## config.mk

```make
export PLATFORM = sky130hd
export DESIGN_NAME = cut_cell_face_area_fraction
export DESIGN_NICKNAME = d
export VERILOG_FILES = /design/src/rtl/ccfa_pkg.sv /design/src/rtl/ccfa_ctrl.sv /design/src/rtl/ccfa_datapath.sv /design/src/rtl/cut_cell_face_area_fraction.sv
export SDC_FILE = /design/constraint.sdc
export NUM_CORES = 2
export LEC_CHECK = 0
export BUFFER_PORTS_ARGS = -buffer_cell sky130_fd_sc_hd__buf_2
export CAP_MARGIN = 20
export CORE_UTILIZATION = 45
export CTS_BUF_LIST = sky130_fd_sc_hd__clkbuf_2
export DETAILED_ROUTE_END_ITERATION = 16
export GPL_TIMING_DRIVEN = 0
export SKIP_LAST_GASP = 1
export SLEW_MARGIN = 15
export SYNTH_ARGS = -nofsm -noshare
export SYNTH_HDL_FRONTEND = slang
export SYNTH_SLANG_ARGS = --single-unit
```

## constraint.sdc

```tcl
create_clock -name clk_i -period 17 [get_ports clk_i]
set_clock_uncertainty 0.2 [all_clocks]
set_input_delay 2.55 -clock clk_i [delete_from_list [all_inputs] [get_ports clk_i]]
set_output_delay 2.55 -clock clk_i [all_outputs]
set_load 0.01 [all_outputs]
```

## src/rtl/ccfa_pkg.sv

```systemverilog
// Shared types and constants for the cut-cell face area fraction block.
// Used by ccfa_ctrl, ccfa_datapath, the top level and ccfa_checker.
package ccfa_pkg;

  localparam int FracBits = 16;
  localparam int CellBits = 24;

  localparam int CoordW  = 32;
  localparam int CfgW    = 32;
  localparam int CfgIdxW = 3;
  localparam int FaceW   = 3;
  localparam int CellW   = 24;
  localparam int AreaW   = 32;
  localparam int FracW   = FracBits + 1;
  localparam int MulW    = 33;
  localparam int ProdW   = 64;
  localparam int AccW    = 64;
  localparam int LoShift = 25;
  localparam int LoW     = ProdW - LoShift;

  localparam int SFieldW = 3 * CoordW + FaceW + CellW;
  localparam int SDataW  = ((SFieldW + 7) / 8) * 8;
  localparam int SPadW   = SDataW - SFieldW;
  localparam int MFieldW = AreaW + FracW + CellW;
  localparam int MDataW  = ((MFieldW + 7) / 8) * 8;
  localparam int MPadW   = MDataW - MFieldW;

  localparam logic [CfgIdxW-1:0] CfgInvDyDz  = 3'd0;
  localparam logic [CfgIdxW-1:0] CfgInvDxDz  = 3'd1;
  localparam logic [CfgIdxW-1:0] CfgInvDxDy  = 3'd2;
  localparam logic [CfgIdxW-1:0] CfgAreaDyDz = 3'd3;
  localparam logic [CfgIdxW-1:0] CfgAreaDxDz = 3'd4;
  localparam logic [CfgIdxW-1:0] CfgAreaDxDy = 3'd5;

  localparam logic [CfgW-1:0] InvReset  = 32'h0100_0000;
  localparam logic [CfgW-1:0] AreaReset = 32'h0001_0000;

  // last face code of each face pair
  localparam logic [FaceW-1:0] FaceXzLast = 3'd1;
  localparam logic [FaceW-1:0] FaceYzLast = 3'd3;
  localparam logic [FaceW-1:0] FaceXyLast = 3'd5;

  localparam logic [1:0] TermYz = 2'd0;
  localparam logic [1:0] TermXz = 2'd1;
  localparam logic [1:0] TermXy = 2'd2;

  localparam logic signed [AccW-1:0] SatMax   = 64'sh7FFF_FFFF_FFFF_FFFF;
  localparam logic signed [AccW-1:0] CoeffMin = 64'sd214748365;
  localparam logic signed [AccW-1:0] OneQ32   = 64'sh0000_0001_0000_0000;

  typedef enum logic [3:0] {
    ST_IDLE,
    ST_START,
    ST_LOAD,
    ST_MUL_SD,
    ST_MUL_LO,
    ST_MUL_HI,
    ST_TERM,
    ST_ACC,
    ST_EDGE_END,
    ST_CLAMP,
    ST_FACTOR,
    ST_MUL_AREA,
    ST_EMIT
  } ccfa_state_e;

  typedef enum logic [3:0] {
    OP_NONE,
    OP_LATCH,
    OP_CLEAR,
    OP_FIRST,
    OP_LOAD,
    OP_MUL_OPS,
    OP_MUL_LO,
    OP_MUL_HI,
    OP_TERM,
    OP_ACC,
    OP_ADVANCE,
    OP_CLOSE,
    OP_CLAMP,
    OP_FACTOR,
    OP_EMIT
  } ccfa_op_e;

  typedef struct packed {
    ccfa_op_e   op;
    logic [1:0] term;
    logic       close;
  } ccfa_cmd_t;

  typedef struct packed {
    logic in_poly;
    logic last;
    logic empty;
    logic out_free;
  } ccfa_stat_t;

endpackage

```

## src/rtl/ccfa_ctrl.sv

```systemverilog
// Sequencer for the cut-cell face area fraction block.
// Issues ccfa_pkg commands to ccfa_datapath and reads its status.
module ccfa_ctrl (
  input  logic                 clk_i,
  input  logic                 rst_ni,
  input  logic                 in_valid_i,
  output logic                 in_ready_o,
  input  ccfa_pkg::ccfa_stat_t stat_i,
  output ccfa_pkg::ccfa_cmd_t  cmd_o
);

  ccfa_pkg::ccfa_state_e state_q, state_d;
  logic [1:0]            term_q, term_d;
  logic                  close_q, close_d;

  always_ff @(posedge clk_i or negedge rst_ni) begin
    if (!rst_ni) begin
      state_q <= ccfa_pkg::ST_IDLE;
      term_q  <= ccfa_pkg::TermYz;
      close_q <= 1'b0;
    end else begin
      state_q <= state_d;
      term_q  <= term_d;
      close_q <= close_d;
    end
  end

  always_comb begin
    state_d = state_q;
    term_d  = term_q;
    close_d = close_q;
    case (state_q)
      ccfa_pkg::ST_IDLE: begin
        if (in_valid_i) state_d = ccfa_pkg::ST_START;
      end
      ccfa_pkg::ST_START: begin
        term_d = ccfa_pkg::TermYz;
        if (stat_i.empty) begin
          state_d = ccfa_pkg::ST_CLAMP;
        end else if (!stat_i.in_poly) begin
          if (stat_i.last) begin
            close_d = 1'b1;
            state_d = ccfa_pkg::ST_LOAD;
          end else begin
            state_d = ccfa_pkg::ST_IDLE;
          end
        end else begin
          close_d = 1'b0;
          state_d = ccfa_pkg::ST_LOAD;
        end
      end
      ccfa_pkg::ST_LOAD:   state_d = ccfa_pkg::ST_MUL_SD;
      ccfa_pkg::ST_MUL_SD: state_d = ccfa_pkg::ST_MUL_LO;
      ccfa_pkg::ST_MUL_LO: state_d = ccfa_pkg::ST_MUL_HI;
      ccfa_pkg::ST_MUL_HI: state_d = ccfa_pkg::ST_TERM;
      ccfa_pkg::ST_TERM:   state_d = ccfa_pkg::ST_ACC;
      ccfa_pkg::ST_ACC: begin
        if (term_q == ccfa_pkg::TermXy) begin
          state_d = ccfa_pkg::ST_EDGE_END;
        end else begin
          term_d  = term_q + 2'd1;
          state_d = ccfa_pkg::ST_LOAD;
        end
      end
      ccfa_pkg::ST_EDGE_END: begin
        term_d = ccfa_pkg::TermYz;
        if (close_q) begin
          state_d = ccfa_pkg::ST_CLAMP;
        end else if (stat_i.last) begin
          close_d = 1'b1;
          state_d = ccfa_pkg::ST_LOAD;
        end else begin
          state_d = ccfa_pkg::ST_IDLE;
        end
      end
      ccfa_pkg::ST_CLAMP:    state_d = ccfa_pkg::ST_FACTOR;
      ccfa_pkg::ST_FACTOR:   state_d = ccfa_pkg::ST_MUL_AREA;
      ccfa_pkg::ST_MUL_AREA: state_d = ccfa_pkg::ST_EMIT;
      ccfa_pkg::ST_EMIT: begin
        if (stat_i.out_free) state_d = ccfa_pkg::ST_IDLE;
      end
      default: state_d = ccfa_pkg::ST_IDLE;
    endcase
  end

  always_comb begin
    in_ready_o  = 1'b0;
    cmd_o.op    = ccfa_pkg::OP_NONE;
    cmd_o.term  = term_q;
    cmd_o.close = close_q;
    case (state_q)
      ccfa_pkg::ST_IDLE: begin
        in_ready_o = 1'b1;
        if (in_valid_i) cmd_o.op = ccfa_pkg::OP_LATCH;
      end
      ccfa_pkg::ST_START: begin
        if (stat_i.empty) begin
          cmd_o.op = ccfa_pkg::OP_CLEAR;
        end else if (!stat_i.in_poly) begin
          cmd_o.op = ccfa_pkg::OP_FIRST;
        end
      end
      ccfa_pkg::ST_LOAD:     cmd_o.op = ccfa_pkg::OP_LOAD;
      ccfa_pkg::ST_MUL_SD:   cmd_o.op = ccfa_pkg::OP_MUL_OPS;
      ccfa_pkg::ST_MUL_LO:   cmd_o.op = ccfa_pkg::OP_MUL_LO;
      ccfa_pkg::ST_MUL_HI:   cmd_o.op = ccfa_pkg::OP_MUL_HI;
      ccfa_pkg::ST_TERM:     cmd_o.op = ccfa_pkg::OP_TERM;
      ccfa_pkg::ST_ACC:      cmd_o.op = ccfa_pkg::OP_ACC;
      ccfa_pkg::ST_EDGE_END: begin
        cmd_o.op = close_q ? ccfa_pkg::OP_CLOSE : ccfa_pkg::OP_ADVANCE;
      end
      ccfa_pkg::ST_CLAMP:    cmd_o.op = ccfa_pkg::OP_CLAMP;
      ccfa_pkg::ST_FACTOR:   cmd_o.op = ccfa_pkg::OP_FACTOR;
      ccfa_pkg::ST_MUL_AREA: cmd_o.op = ccfa_pkg::OP_MUL_OPS;
      ccfa_pkg::ST_EMIT: begin
        if (stat_i.out_free) cmd_o.op = ccfa_pkg::OP_EMIT;
      end
      default: cmd_o.op = ccfa_pkg::OP_NONE;
    endcase
  end

endmodule

```

## src/rtl/ccfa_datapath.sv

```systemverilog
// Datapath: configuration registers, vertex state, shared 33x33 multiplier,
// saturating accumulator and output register. Uses ccfa_pkg.
module ccfa_datapath (
  input  logic                               clk_i,
  input  logic                               rst_ni,
  input  logic                               cfg_we_i,
  input  logic [ccfa_pkg::CfgIdxW-1:0]       cfg_idx_i,
  input  logic [ccfa_pkg::CfgW-1:0]          cfg_wdata_i,
  input  logic [ccfa_pkg::SDataW-1:0]        in_data_i,
  input  logic                               in_last_i,
  input  logic                               in_empty_i,
  input  ccfa_pkg::ccfa_cmd_t                cmd_i,
  output ccfa_pkg::ccfa_stat_t               stat_o,
  output logic                               out_valid_o,
  input  logic                               out_ready_i,
  output logic [ccfa_pkg::MDataW-1:0]        out_data_o,
  output logic [ccfa_pkg::FaceW-1:0]         out_face_o
);

  localparam int CW = ccfa_pkg::CoordW;
  localparam int SW = ccfa_pkg::CoordW + 1;
  localparam int AW = ccfa_pkg::AccW;
  localparam int FB = ccfa_pkg::FracBits;
  localparam logic signed [AW:0] AccMax = {1'b0, ccfa_pkg::SatMax};
  localparam logic signed [AW:0] AccMin = -AccMax;
  localparam logic [ccfa_pkg::MulW-1:0] OneC = 33'h1_0000_0000;
  localparam logic [ccfa_pkg::FracW-1:0] FracOne = {1'b1, {FB{1'b0}}};
  localparam logic [ccfa_pkg::ProdW-1:0] RoundHalf = 64'h0000_0000_8000_0000;

  logic [ccfa_pkg::CfgW-1:0] inv_dy_dz_q, inv_dx_dz_q, inv_dx_dy_q;
  logic [ccfa_pkg::CfgW-1:0] area_dy_dz_q, area_dx_dz_q, area_dx_dy_q;

  logic [CW-1:0] cur_x_q, cur_y_q, cur_z_q;
  logic [CW-1:0] first_x_q, first_y_q, first_z_q;
  logic [CW-1:0] prev_x_q, prev_y_q, prev_z_q;
  logic [ccfa_pkg::FaceW-1:0] face_q;
  logic [ccfa_pkg::CellW-1:0] cell_q;
  logic last_q, empty_q;

  logic signed [AW-1:0] coeff_q, coeff_d;
  logic in_poly_q;

  logic [ccfa_pkg::MulW-1:0]  op_a_q, op_b_q;
  logic                       neg_q;
  logic [ccfa_pkg::ProdW-1:0] prod_q;
  logic [CW-1:0]              phi_q;
  logic [ccfa_pkg::LoW-1:0]   lo_q;
  logic signed [AW-1:0]       term_q, term_d;
  logic [ccfa_pkg::MulW-1:0]  c_q, c_d;
  logic [ccfa_pkg::FracW-1:0] frac_q, frac_d;

  logic                         out_valid_q;
  logic [ccfa_pkg::AreaW-1:0]   out_area_q;
  logic [ccfa_pkg::FracW-1:0]   out_frac_q;
  logic [ccfa_pkg::FaceW-1:0]   out_face_q;
  logic [ccfa_pkg::CellW-1:0]   out_cell_q;

  logic [CW-1:0] q_x, q_y, q_z;
  logic [SW-1:0] sum_x, sum_y, dif_y, dif_z, s_val, d_val, s_mag, d_mag;
  logic          neg;
  logic [ccfa_pkg::CfgW-1:0] inv_sel;
  logic [ccfa_pkg::MulW-1:0] mul_a, mul_b;
  logic [2*ccfa_pkg::MulW-1:0] mul_full;
  logic [AW-1:0] r_sum, r_val;
  logic signed [AW:0] acc_wide;
  logic [ccfa_pkg::MulW-1:0] factor;
  logic [ccfa_pkg::CfgW-1:0] area_sel;
  logic [ccfa_pkg::MulW:0]   cf_sum;
  logic [ccfa_pkg::FracW-1:0] cf;
  logic [ccfa_pkg::ProdW-1:0] rounded;

  always_ff @(posedge clk_i or negedge rst_ni) begin
    if (!rst_ni) begin
      inv_dy_dz_q  <= ccfa_pkg::InvReset;
      inv_dx_dz_q  <= ccfa_pkg::InvReset;
      inv_dx_dy_q  <= ccfa_pkg::InvReset;
      area_dy_dz_q <= ccfa_pkg::AreaReset;
      area_dx_dz_q <= ccfa_pkg::AreaReset;
      area_dx_dy_q <= ccfa_pkg::AreaReset;
    end else if (cfg_we_i) begin
      case (cfg_idx_i)
        ccfa_pkg::CfgInvDyDz:  inv_dy_dz_q  <= cfg_wdata_i;
        ccfa_pkg::CfgInvDxDz:  inv_dx_dz_q  <= cfg_wdata_i;
        ccfa_pkg::CfgInvDxDy:  inv_dx_dy_q  <= cfg_wdata_i;
        ccfa_pkg::CfgAreaDyDz: area_dy_dz_q <= cfg_wdata_i;
        ccfa_pkg::CfgAreaDxDz: area_dx_dz_q <= cfg_wdata_i;
        ccfa_pkg::CfgAreaDxDy: area_dx_dy_q <= cfg_wdata_i;
        default: ;
      endcase
    end
  end

  // edge operands: P is prev, Q is the new vertex or, when closing, the first
  always_comb begin
    q_x   = cmd_i.close ? first_x_q : cur_x_q;
    q_y   = cmd_i.close ? first_y_q : cur_y_q;
    q_z   = cmd_i.close ? first_z_q : cur_z_q;
    sum_x = {prev_x_q[CW-1], prev_x_q} + {q_x[CW-1], q_x};
    sum_y = {prev_y_q[CW-1], prev_y_q} + {q_y[CW-1], q_y};
    dif_y = {q_y[CW-1], q_y} - {prev_y_q[CW-1], prev_y_q};
    dif_z = {q_z[CW-1], q_z} - {prev_z_q[CW-1], prev_z_q};
    case (cmd_i.term)
      ccfa_pkg::TermYz: begin
        s_val   = sum_y;
        d_val   = dif_z;
        inv_sel = inv_dy_dz_q;
      end
      ccfa_pkg::TermXz: begin
        s_val   = sum_x;
        d_val   = dif_z;
        inv_sel = inv_dx_dz_q;
      end
      default: begin
        s_val   = sum_x;
        d_val   = dif_y;
        inv_sel = inv_dx_dy_q;
      end
    endcase
    s_mag = s_val[SW-1] ? (~s_val + SW'(1)) : s_val;
    d_mag = d_val[SW-1] ? (~d_val + SW'(1)) : d_val;
    neg   = s_val[SW-1] ^ d_val[SW-1];
  end

  always_comb begin
    case (cmd_i.op)
      ccfa_pkg::OP_MUL_LO: begin
        mul_a = {1'b0, prod_q[CW-1:0]};
        mul_b = {1'b0, inv_sel};
      end
      ccfa_pkg::OP_MUL_HI: begin
        mul_a = {1'b0, phi_q};
        mul_b = {1'b0, inv_sel};
      end
      default: begin
        mul_a = op_a_q;
        mul_b = op_b_q;
      end
    endcase
  end

  assign mul_full = mul_a * mul_b;

  // term = sat((hi << 7) + (lo >> 25)), hi held in prod_q, sign applied last
  always_comb begin
    r_sum  = {prod_q[AW-8:0], 7'd0} + {{ccfa_pkg::LoShift{1'b0}}, lo_q};
    r_val  = ((|prod_q[AW-1:AW-8]) || r_sum[AW-1]) ? ccfa_pkg::SatMax : r_sum;
    term_d = neg_q ? $signed(AW'(0) - r_val) : $signed(r_val);
  end

  always_comb begin
    acc_wide = $signed({coeff_q[AW-1], coeff_q}) + $signed({term_q[AW-1], term_q});
    if (acc_wide > AccMax) begin
      coeff_d = ccfa_pkg::SatMax;
    end else if (acc_wide < AccMin) begin
      coeff_d = -ccfa_pkg::SatMax;
    end else begin
      coeff_d = acc_wide[AW-1:0];
    end
  end

  always_comb begin
    if (coeff_q <= ccfa_pkg::CoeffMin) begin
      c_d = '0;
    end else if (coeff_q > ccfa_pkg::OneQ32) begin
      c_d = OneC;
    end else begin
      c_d = coeff_q[ccfa_pkg::MulW-1:0];
    end
  end

  always_comb begin
    cf_sum = {1'b0, c_q} + ((ccfa_pkg::MulW + 1)'(1) << (31 - FB));
    cf     = cf_sum[32:32-FB];
    if (face_q <= ccfa_pkg::FaceYzLast) begin
      factor   = OneC - c_q;
      area_sel = (face_q <= ccfa_pkg::FaceXzLast) ? area_dx_dz_q : area_dy_dz_q;
      frac_d   = cf;
    end else if (face_q <= ccfa_pkg::FaceXyLast) begin
      factor   = c_q;
      area_sel = area_dx_dy_q;
      frac_d   = FracOne - cf;
    end else begin
      factor   = '0;
      area_sel = '0;
      frac_d   = '0;
    end
  end

  assign rounded = prod_q + RoundHalf;

  always_ff @(posedge clk_i) begin
    case (cmd_i.op)
      ccfa_pkg::OP_LATCH: begin
        cur_x_q <= in_data_i[CW-1:0];
        cur_y_q <= in_data_i[2*CW-1:CW];
        cur_z_q <= in_data_i[3*CW-1:2*CW];
        face_q  <= in_data_i[3*CW +: ccfa_pkg::FaceW];
        cell_q  <= in_data_i[3*CW+ccfa_pkg::FaceW +: ccfa_pkg::CellW];
        last_q  <= in_last_i;
        empty_q <= in_empty_i;
      end
      ccfa_pkg::OP_FIRST: begin
        first_x_q <= cur_x_q;
        first_y_q <= cur_y_q;
        first_z_q <= cur_z_q;
        prev_x_q  <= cur_x_q;
        prev_y_q  <= cur_y_q;
        prev_z_q  <= cur_z_q;
      end
      ccfa_pkg::OP_ADVANCE: begin
        prev_x_q <= cur_x_q;
        prev_y_q <= cur_y_q;
        prev_z_q <= cur_z_q;
      end
      ccfa_pkg::OP_LOAD: begin
        op_a_q <= s_mag;
        op_b_q <= d_mag;
        neg_q  <= neg;
      end
      ccfa_pkg::OP_MUL_OPS: prod_q <= mul_full[ccfa_pkg::ProdW-1:0];
      ccfa_pkg::OP_MUL_LO: begin
        prod_q <= mul_full[ccfa_pkg::ProdW-1:0];
        phi_q  <= prod_q[ccfa_pkg::ProdW-1:CW];
      end
      ccfa_pkg::OP_MUL_HI: begin
        prod_q <= mul_full[ccfa_pkg::ProdW-1:0];
        lo_q   <= prod_q[ccfa_pkg::ProdW-1:ccfa_pkg::LoShift];
      end
      ccfa_pkg::OP_TERM:  term_q <= term_d;
      ccfa_pkg::OP_CLAMP: c_q <= c_d;
      ccfa_pkg::OP_FACTOR: begin
        op_a_q <= factor;
        op_b_q <= {1'b0, area_sel};
        frac_q <= frac_d;
      end
      ccfa_pkg::OP_EMIT: begin
        out_area_q <= rounded[ccfa_pkg::ProdW-1:CW];
        out_frac_q <= frac_q;
        out_face_q <= face_q;
        out_cell_q <= ccfa_pkg::CellW'(cell_q[ccfa_pkg::CellBits-1:0]);
      end
      default: ;
    endcase
  end

  always_ff @(posedge clk_i or negedge rst_ni) begin
    if (!rst_ni) begin
      coeff_q   <= '0;
      in_poly_q <= 1'b0;
    end else begin
      case (cmd_i.op)
        ccfa_pkg::OP_CLEAR: begin
          coeff_q   <= '0;
          in_poly_q <= 1'b0;
        end
        ccfa_pkg::OP_FIRST: begin
          coeff_q   <= '0;
          in_poly_q <= 1'b1;
        end
        ccfa_pkg::OP_ACC:   coeff_q <= coeff_d;
        ccfa_pkg::OP_CLOSE: in_poly_q <= 1'b0;
        default: ;
      endcase
    end
  end

  always_ff @(posedge clk_i or negedge rst_ni) begin
    if (!rst_ni) begin
      out_valid_q <= 1'b0;
    end else if (cmd_i.op == ccfa_pkg::OP_EMIT) begin
      out_valid_q <= 1'b1;
    end else if (out_ready_i) begin
      out_valid_q <= 1'b0;
    end
  end

  assign stat_o.in_poly  = in_poly_q;
  assign stat_o.last     = last_q;
  assign stat_o.empty    = empty_q;
  assign stat_o.out_free = !out_valid_q || out_ready_i;

  assign out_valid_o = out_valid_q;
  assign out_data_o  = {{ccfa_pkg::MPadW{1'b0}}, out_cell_q, out_frac_q, out_area_q};
  assign out_face_o  = out_face_q;

endmodule

```

## src/rtl/cut_cell_face_area_fraction.sv

```systemverilog
// Cut-cell face area fraction: shoelace area of a cut polygon, one vertex per request.
// Opening vertex is only stored; an inner vertex adds one edge on the shared multiplier.
// Closing vertex adds its edge and the closing edge (only the latter if also first).
// Empty polygon: result from a cleared sum; a held result only holds up the next emit.
// Async active-low reset: config to 1.0, no polygon open, output empty. Uses ccfa_pkg.
module cut_cell_face_area_fraction (
  input  logic                          clk_i,
  input  logic                          rst_ni,
  input  logic                          s_axis_tvalid,
  output logic                          s_axis_tready,
  // point_x, point_y, point_z, face, cell_index, zero pad
  input  logic [ccfa_pkg::SDataW-1:0]   s_axis_tdata,
  input  logic                          s_axis_tlast,
  // no_points
  input  logic                          s_axis_tuser,
  output logic                          m_axis_tvalid,
  input  logic                          m_axis_tready,
  // blocked_area, fraction, cell_out, zero pad
  output logic [ccfa_pkg::MDataW-1:0]   m_axis_tdata,
  // face_out
  output logic [ccfa_pkg::FaceW-1:0]    m_axis_tuser,
  input  logic                          cfg_we_i,
  input  logic [ccfa_pkg::CfgIdxW-1:0]  cfg_idx_i,
  input  logic [ccfa_pkg::CfgW-1:0]     cfg_wdata_i
);

  ccfa_pkg::ccfa_cmd_t  cmd;
  ccfa_pkg::ccfa_stat_t stat;

  ccfa_ctrl u_ctrl (
    .clk_i      (clk_i),
    .rst_ni     (rst_ni),
    .in_valid_i (s_axis_tvalid),
    .in_ready_o (s_axis_tready),
    .stat_i     (stat),
    .cmd_o      (cmd)
  );

  ccfa_datapath u_datapath (
    .clk_i       (clk_i),
    .rst_ni      (rst_ni),
    .cfg_we_i    (cfg_we_i),
    .cfg_idx_i   (cfg_idx_i),
    .cfg_wdata_i (cfg_wdata_i),
    .in_data_i   (s_axis_tdata),
    .in_last_i   (s_axis_tlast),
    .in_empty_i  (s_axis_tuser),
    .cmd_i       (cmd),
    .stat_o      (stat),
    .out_valid_o (m_axis_tvalid),
    .out_ready_i (m_axis_tready),
    .out_data_o  (m_axis_tdata),
    .out_face_o  (m_axis_tuser)
  );

endmodule

```

Yosys cells after proc, flatten, opt, wreduce, memory -nomap -nowiden:

Cells that the tools add are included.

* logic and storage cells: 184
* flip-flop bits (word level): 974
* input bits: 170
* output and inout bits: 85

* multiply operators: 1
* muxes and demuxes: 51
* reductions and logical operators: 31
* bitwise logic cells: 3
* add/subtract/negate cells: 14
* magnitude comparators: 7
* eq/ne operators: 38

Operators with widths (count)
* $mux W33: 8
* $mux W64: 4
* $pmux W33 S2: 3
* $mux W32: 6
* $pmux W64 S2: 1
* $add A32 B32 Y33: 2
* $add A33 B1 Y33 const B: 2
* $not A33 Y33: 2
* $sub A32 B32 Y33: 2
* $add A64 B64 Y65: 1
* $gt A65 B64 Y1 const B: 1
* $lt A65 B64 Y1 const B: 1
* $add A64 B32 Y64 const B: 1
* $add A64 B39 Y64: 1
* $gt A64 B34 Y1 const B: 1
* $le A64 B29 Y1 const B: 1
* $mul A33 B33 Y64: 1
* $pmux W32 S2: 1
* $sub A1 B64 Y64 const A: 1
* $pmux W4 S13: 1
* $eq A4 B4 Y1 const B: 12
* $pmux W4 S12: 1
* $mux W17: 2
* $add A33 B16 Y33 const B: 1
* 33 further kinds: 88

Depth between registers and ports, before layout:

* word-level depth: 8
* mapped depth: 41
* gate-level depth less buffers: 36

Hierarchy:

From an unflattened synthesis, not the netlist that was laid out.

* cell total of the unflattened synthesis: 9549
* area, all modules: 91821.8 um^2

By module, submodules not included
* ccfa_datapath: instances 1, cells each 9468, sequential area each 27754.1 um^2, area an instance 91174.9 um^2
* ccfa_ctrl: instances 1, cells each 81, sequential area each 175.2 um^2, area an instance 646.9 um^2

Worst setup path before layout:

Ideal clock, no wire load.

* path kind: input to register
* start: input m_axis_tready
* end: register u_datapath.prod_q[63] (netlist name) (data pin)
* path buffers: 2
* path slack: 1.676 ns
* data required time: 16.535 ns
* arrival time: 14.859 ns
* stages on the path: 35
* library setup time: 0.265 ns
* cell sequence: nand2b_1 nor2b_1 or4_1 clkbuf_1 and3_1 a21oi_1 a21oi_1 clkbuf_1 nand2_1 fa_1 inv_1 fa_1 fa_1 inv_1 fa_1 inv_1 fa_1 fa_1 fa_1 inv_1 fa_1 inv_1 ha_1 nand2_1 nor3_1 nand3_1 a2111oi_0 o31a_1 a31oi_1 o21bai_1 a31o_2 a31oi_1 a2111oi_0 a311oi_1 xnor2_1

* longest elaborated chain between the ends: 7
* elaborated cells on any way between the ends: 9
* classes of those cells: mul (1); eq/ne (2); mux (4); reduce/logical (2)

Ends and longest elaborated chain
* from (decl): line cut_cell_face_area_fraction.sv:17 `input logic m_axis_tready,`
* $logic_or A1 B1 Y1 (*): line ccfa_datapath.sv:280 `assign stat_o.out_free = !out_valid_q || out_ready_i;`
* $mux W4 (*): line ccfa_ctrl.sv:116 `if (stat_i.out_free) cmd_o.op = ccfa_pkg::OP_EMIT;`
* $pmux W4 S12 (*): line ccfa_ctrl.sv:91 `case (state_q)`
* $eq A4 B3 Y1: line ccfa_datapath.sv:125 `case (cmd_i.op)`
* $reduce_or A2 Y1 (no source line)
* $mux W33: line ccfa_datapath.sv:125
* $mul A33 B33 Y64 (*): line ccfa_datapath.sv:141 `assign mul_full = mul_a * mul_b;`
* via u_datapath.mul_full, one bit: line ccfa_datapath.sv:63 `logic [2*ccfa_pkg::MulW-1:0] mul_full;`
* to (signal assigned): line ccfa_datapath.sv:220 `ccfa_pkg::OP_MUL_OPS: prod_q <= mul_full[ccfa_pkg::ProdW-1:0];`
* to (signal assigned): line ccfa_datapath.sv:222 `prod_q <= mul_full[ccfa_pkg::ProdW-1:0];`
* to (signal assigned): line ccfa_datapath.sv:226 `prod_q <= mul_full[ccfa_pkg::ProdW-1:0];`
* to (decl): line ccfa_datapath.sv:45 `logic [ccfa_pkg::ProdW-1:0] prod_q;`

Mark *: on every way through the listed nets, which the timed path passes. The rest lies on a longest branch.
A chain may end at the register's enable or synchronous reset.

Worst setup path in the final report:

* start: register u_ctrl.term_q[0]
* end: register u_datapath.prod_q[63] (netlist name) (data pin)

* longest elaborated chain between the ends: 4
* elaborated cells on any way between the ends: 5
* classes of those cells: mul (1); eq/ne (1); mux (2); reduce/logical (1)

Ends and longest elaborated chain
* from (decl): line ccfa_ctrl.sv:13 `logic [1:0] term_q, term_d;`
* from (signal assigned): line ccfa_ctrl.sv:19 `term_q <= ccfa_pkg::TermYz;`
* from (signal assigned): line ccfa_ctrl.sv:23 `term_q <= term_d;`
* $eq A2 B1 Y1 / $logic_not A2 Y1 (equally long branches): line ccfa_datapath.sv:102 `case (cmd_i.term)`
* $pmux W32 S2 (*): line ccfa_datapath.sv:102
* $mux W33 (*): line ccfa_datapath.sv:125
* $mul A33 B33 Y64 (*): line ccfa_datapath.sv:141
* via u_datapath.mul_full, one bit: line ccfa_datapath.sv:63

Marks and branches as above.

==> results.json <==
{
  "status": "finished, final reports clean",
  "ff2ff_path_depth": 40,
  "synth_compound_area_share_pct": 12.2,
  "setup_viol": 0,
  "cts_root_buf": "clkbuf_2",
  "die_h_um": 452,
  "grt_use_met2_pct": 52.0,
  "synth-xor-area-share_pct": 3.69,
  "critPathBufInv": 14,
  "synth_seq_cells": 974,
  "worst_pin_slew_ns": 1.31,
  "synth_warnings": 0,
  "yosys.area_share.simple_pct": 13.8,
  "core_area_sq_mm": 0.200,
  "slowest_stage": "clkbuf_1",
  "finalCritPeriodShare_pct": 94.9,
  "post-cts-setup-buffers": 0,
  "maxSlewViolCount": 0,
  "cts.sinks": 974,
  "rr_endpoint": "u_datapath.prod_q[63]",
  "reg2reg_slack_ns": 0.87,
  "r2r_start": "u_ctrl.term_q[0]",
  "synth_cell_type_count": 128,
  "ys.flop_type": "edfxtp_1",
  "synth_top_family_by_area": "adder cells",
  "holdWs_ns": 0.172,
  "syn2layout_area_growth_pct": 9.02,
  "ant_nets": 0,
  "h-tree-depth": 5,
  "antenna_found_initial": 21,
  "die-area_sq_mm": 0.204,
  "grtUsageMet1_pct": 44.8,
  "synth_area_sq_mm": 0.0911,
  "wire_per_inst_um": 27.2,
  "viasPerCell": 5.83,
  "drive_above_1_share_pct": 12.5,
  "grt.total_usage_pct": 33.9,
  "drtIter0Drc": 6986,
  "period_minus_slack_ns": 16.13,
  "use_met3_pct": 7.18,
  "fin_nets": 11523,
  "die_width_um": 452,
  "cp_max_fo": 10,
  "grt-busiest-layer": "met2",
  "first_pass_iters": 6,
  "max_stage_delay_ns": 0.80,
  "post-dp-hpwl_mm": 286,
  "worstHoldPathCells": 0,
  "drv_cap": 0,
  "syn_inst": 9304,
  "clk_pin_slew_ns": 0.15,
  "grt_pass1_vias": 74527,
  "worstHoldPathType": "reg2reg",
  "cts_tree": "yes",
  "place_congestion": 1.03,
  "cts_made_buffers": 283,
  "insertion_delay_ns": 1.74,
  "pin_count": 255,
  "vias": 74313,
  "worstSetupEndpoint": "u_datapath.prod_q[63]",
  "initial_utilization_pct": 45.4,
  "crit_start": "u_ctrl.term_q[0]",
  "path_delay_family": "buffers and inverters",
  "synth-seq-area-share_pct": 30.7,
  "grt_max_degree": 104,
  "syn_avg_cell_area_sq_um": 9.79,
  "post_cts_resized": 0,
  "async_reset_ff_share_pct": 27.2,
  "cp.arrival_ns": 17.39,
  "rows": 164,
  "worstSetupPathDepth": 40,
  "hold_viol_final": 0,
  "rsz0062_at_grt": "no",
  "critical_path_class": "reg2reg",
  "worst_path_most_repeated_cell": "fa_1",
  "io_buffers": 242,
  "grt_remaining_overflow": 0,
  "synth-edff-count": 709,
  "cts-hold-fix-buffers": 0,
  "cts_buffer_depth": 4,
  "drc": 0,
  "slew_headroom_pct": 12.3,
  "grt_pass1_wl_mm": 503,
  "cp-end-kind": "flip-flop",
  "fmax_mhz": 62.0,
  "synth-adder-area-share_pct": 27.8,
  "startpoint_type": "flip-flop",
  "drt-total-wl_mm": 347,
  "crit_required_ns": 18.26,
  "synth_mux_area_share_pct": 4.69
}
[Yosys cell counts (all sizes together) (60+ instances only)]
master	count	area, sq um
inv	1191	4470
fa	963	19300
nand2	931	3490
nor2	916	3450
edfxtp	709	21300
a21oi	514	2570
ha	485	6070
clkbuf	410	1600
mux2	326	3670
o21ai	301	1510
dfrtp	259	6480
xnor2	225	1980
a21o	170	1280
xor2	158	1380
nand3	150	751
and3	128	807
nor3	114	581
nand4	97	607
and2	77	483
buf	71	380
nand2b	67	427
mux2i	60	601
[kinds of logic (layout without fill, tap and decap cells)]
logic type	after synthesis	count (layout)
buf+inv	1674	2458
xor+xnor	383	383
other cells	1	14
compound gates	1680	1680
simple gates	2758	2758
flops	974	974
fa+ha+maj	1448	1448
mux	386	386
[layout by cell type (no fill, tap or decap), drive strengths merged, types with 53 or more instances in the layout]
cell | synthesis | layout
clkbuf | 410 | 810
nor2b | 53 | 53
a21o | 170 | 170
buf | 71 | 378
and3 | 128 | 128
o211ai | 54 | 54
nand4 | 97 | 97
nor3 | 114 | 114
dfrtp | 259 | 259
nand2 | 931 | 931
o21ai | 301 | 301
mux2 | 326 | 326
mux2i | 60 | 60
nand2b | 67 | 67
xor2 | 158 | 158
xnor2 | 225 | 225
o31ai | 54 | 54
nor2 | 916 | 916
clkinv | 1 | 62
a21oi | 514 | 514
a211oi | 54 | 54
edfxtp | 709 | 709
inv | 1191 | 1199
nor4 | 54 | 54
a31oi | 53 | 53
nand3 | 150 | 150
ha | 485 | 485
and2 | 77 | 77
fa | 963 | 963
o21a | 54 | 54
[worst min-delay path by stage]
stage                     slack, ns                         to                   start
after detailed placement       0.20  u_datapath.out_cell_q[15]   u_datapath.cell_q[15]
after floorplan                0.20   u_datapath.out_cell_q[0]    u_datapath.cell_q[0]
after CTS                      0.19  u_datapath.out_frac_q[12]   u_datapath.frac_q[12]
after global routing           0.20   u_datapath.out_frac_q[8]    u_datapath.frac_q[8]
final                          0.17    u_datapath.prev_z_q[21]  u_datapath.cur_z_q[21]
after global placement         0.20  u_datapath.out_cell_q[14]   u_datapath.cell_q[14]
[worst reg2reg max path, delay by kind of cell (launching register included)]
kind            cells  cell delay, ns
fa+ha+maj          10            5.00
buf+inv            14            5.18
flops               1            0.40
xor+xnor            1            0.39
simple gates        4            1.24
compound gates     11            3.60
[sequential cells by signal, summed over array words and instances, names as in the netlist, 33 cells and up]
name                cells
u_datapath.op_a_q      33
u_datapath.prod_q      64
u_datapath.op_b_q      33
u_datapath.term_q      64
u_datapath.lo_q        39
u_datapath.coeff_q     64
u_datapath.c_q         33
[layer usage]
layer | up-vias | wire [um] | part of all wire [%]
li1 | 32878 | - | -
met1 | 37342 | 142000 | 41
met2 | 3355 | 154000 | 44
met3 | 728 | 29500 | 8.5
met4 | 10 | 20900 | 6.0
met5 | - | 66 | 0.019
[layout make-up]
class / count / area, sq um
clock inverter: 76 / 494
tap: 2656 / 3320
fill: 18966 / 101000
clock buffer: 398 / 1990
timing repair buffer: 310 / 2220
inverter: 1192 / 4470
sequential: 974 / 27900
antenna: 7 / 17.5
buffer: 482 / 2000
multi-input combinational: 6662 / 56900
[per-stage QoR]
| stage | utilization, % | setup TNS (ns) | cell area (sq um) | instances | setup slack (ns) |
|---|---|---|---|---|---|
| final | 49.5 | 0 | 99300 | 12757 | 0.867 |
| after floorplan | - | 0 | 91100 | 9310 | 1.68 |
| after detailed placement | 48.2 | 0 | 96700 | 12264 | 0.733 |
| after global placement | 47.7 | -112.54 | 95700 | 12208 | -4.01 |
| after global routing | 49.5 | 0 | 99300 | 12755 | 0.199 |
| after CTS | 49.5 | 0 | 99200 | 12738 | 0.967 |
Power is left out: the tool's default activity adds up to more than one toggle a clock period on the data nets, which glitch-free logic cannot reach.
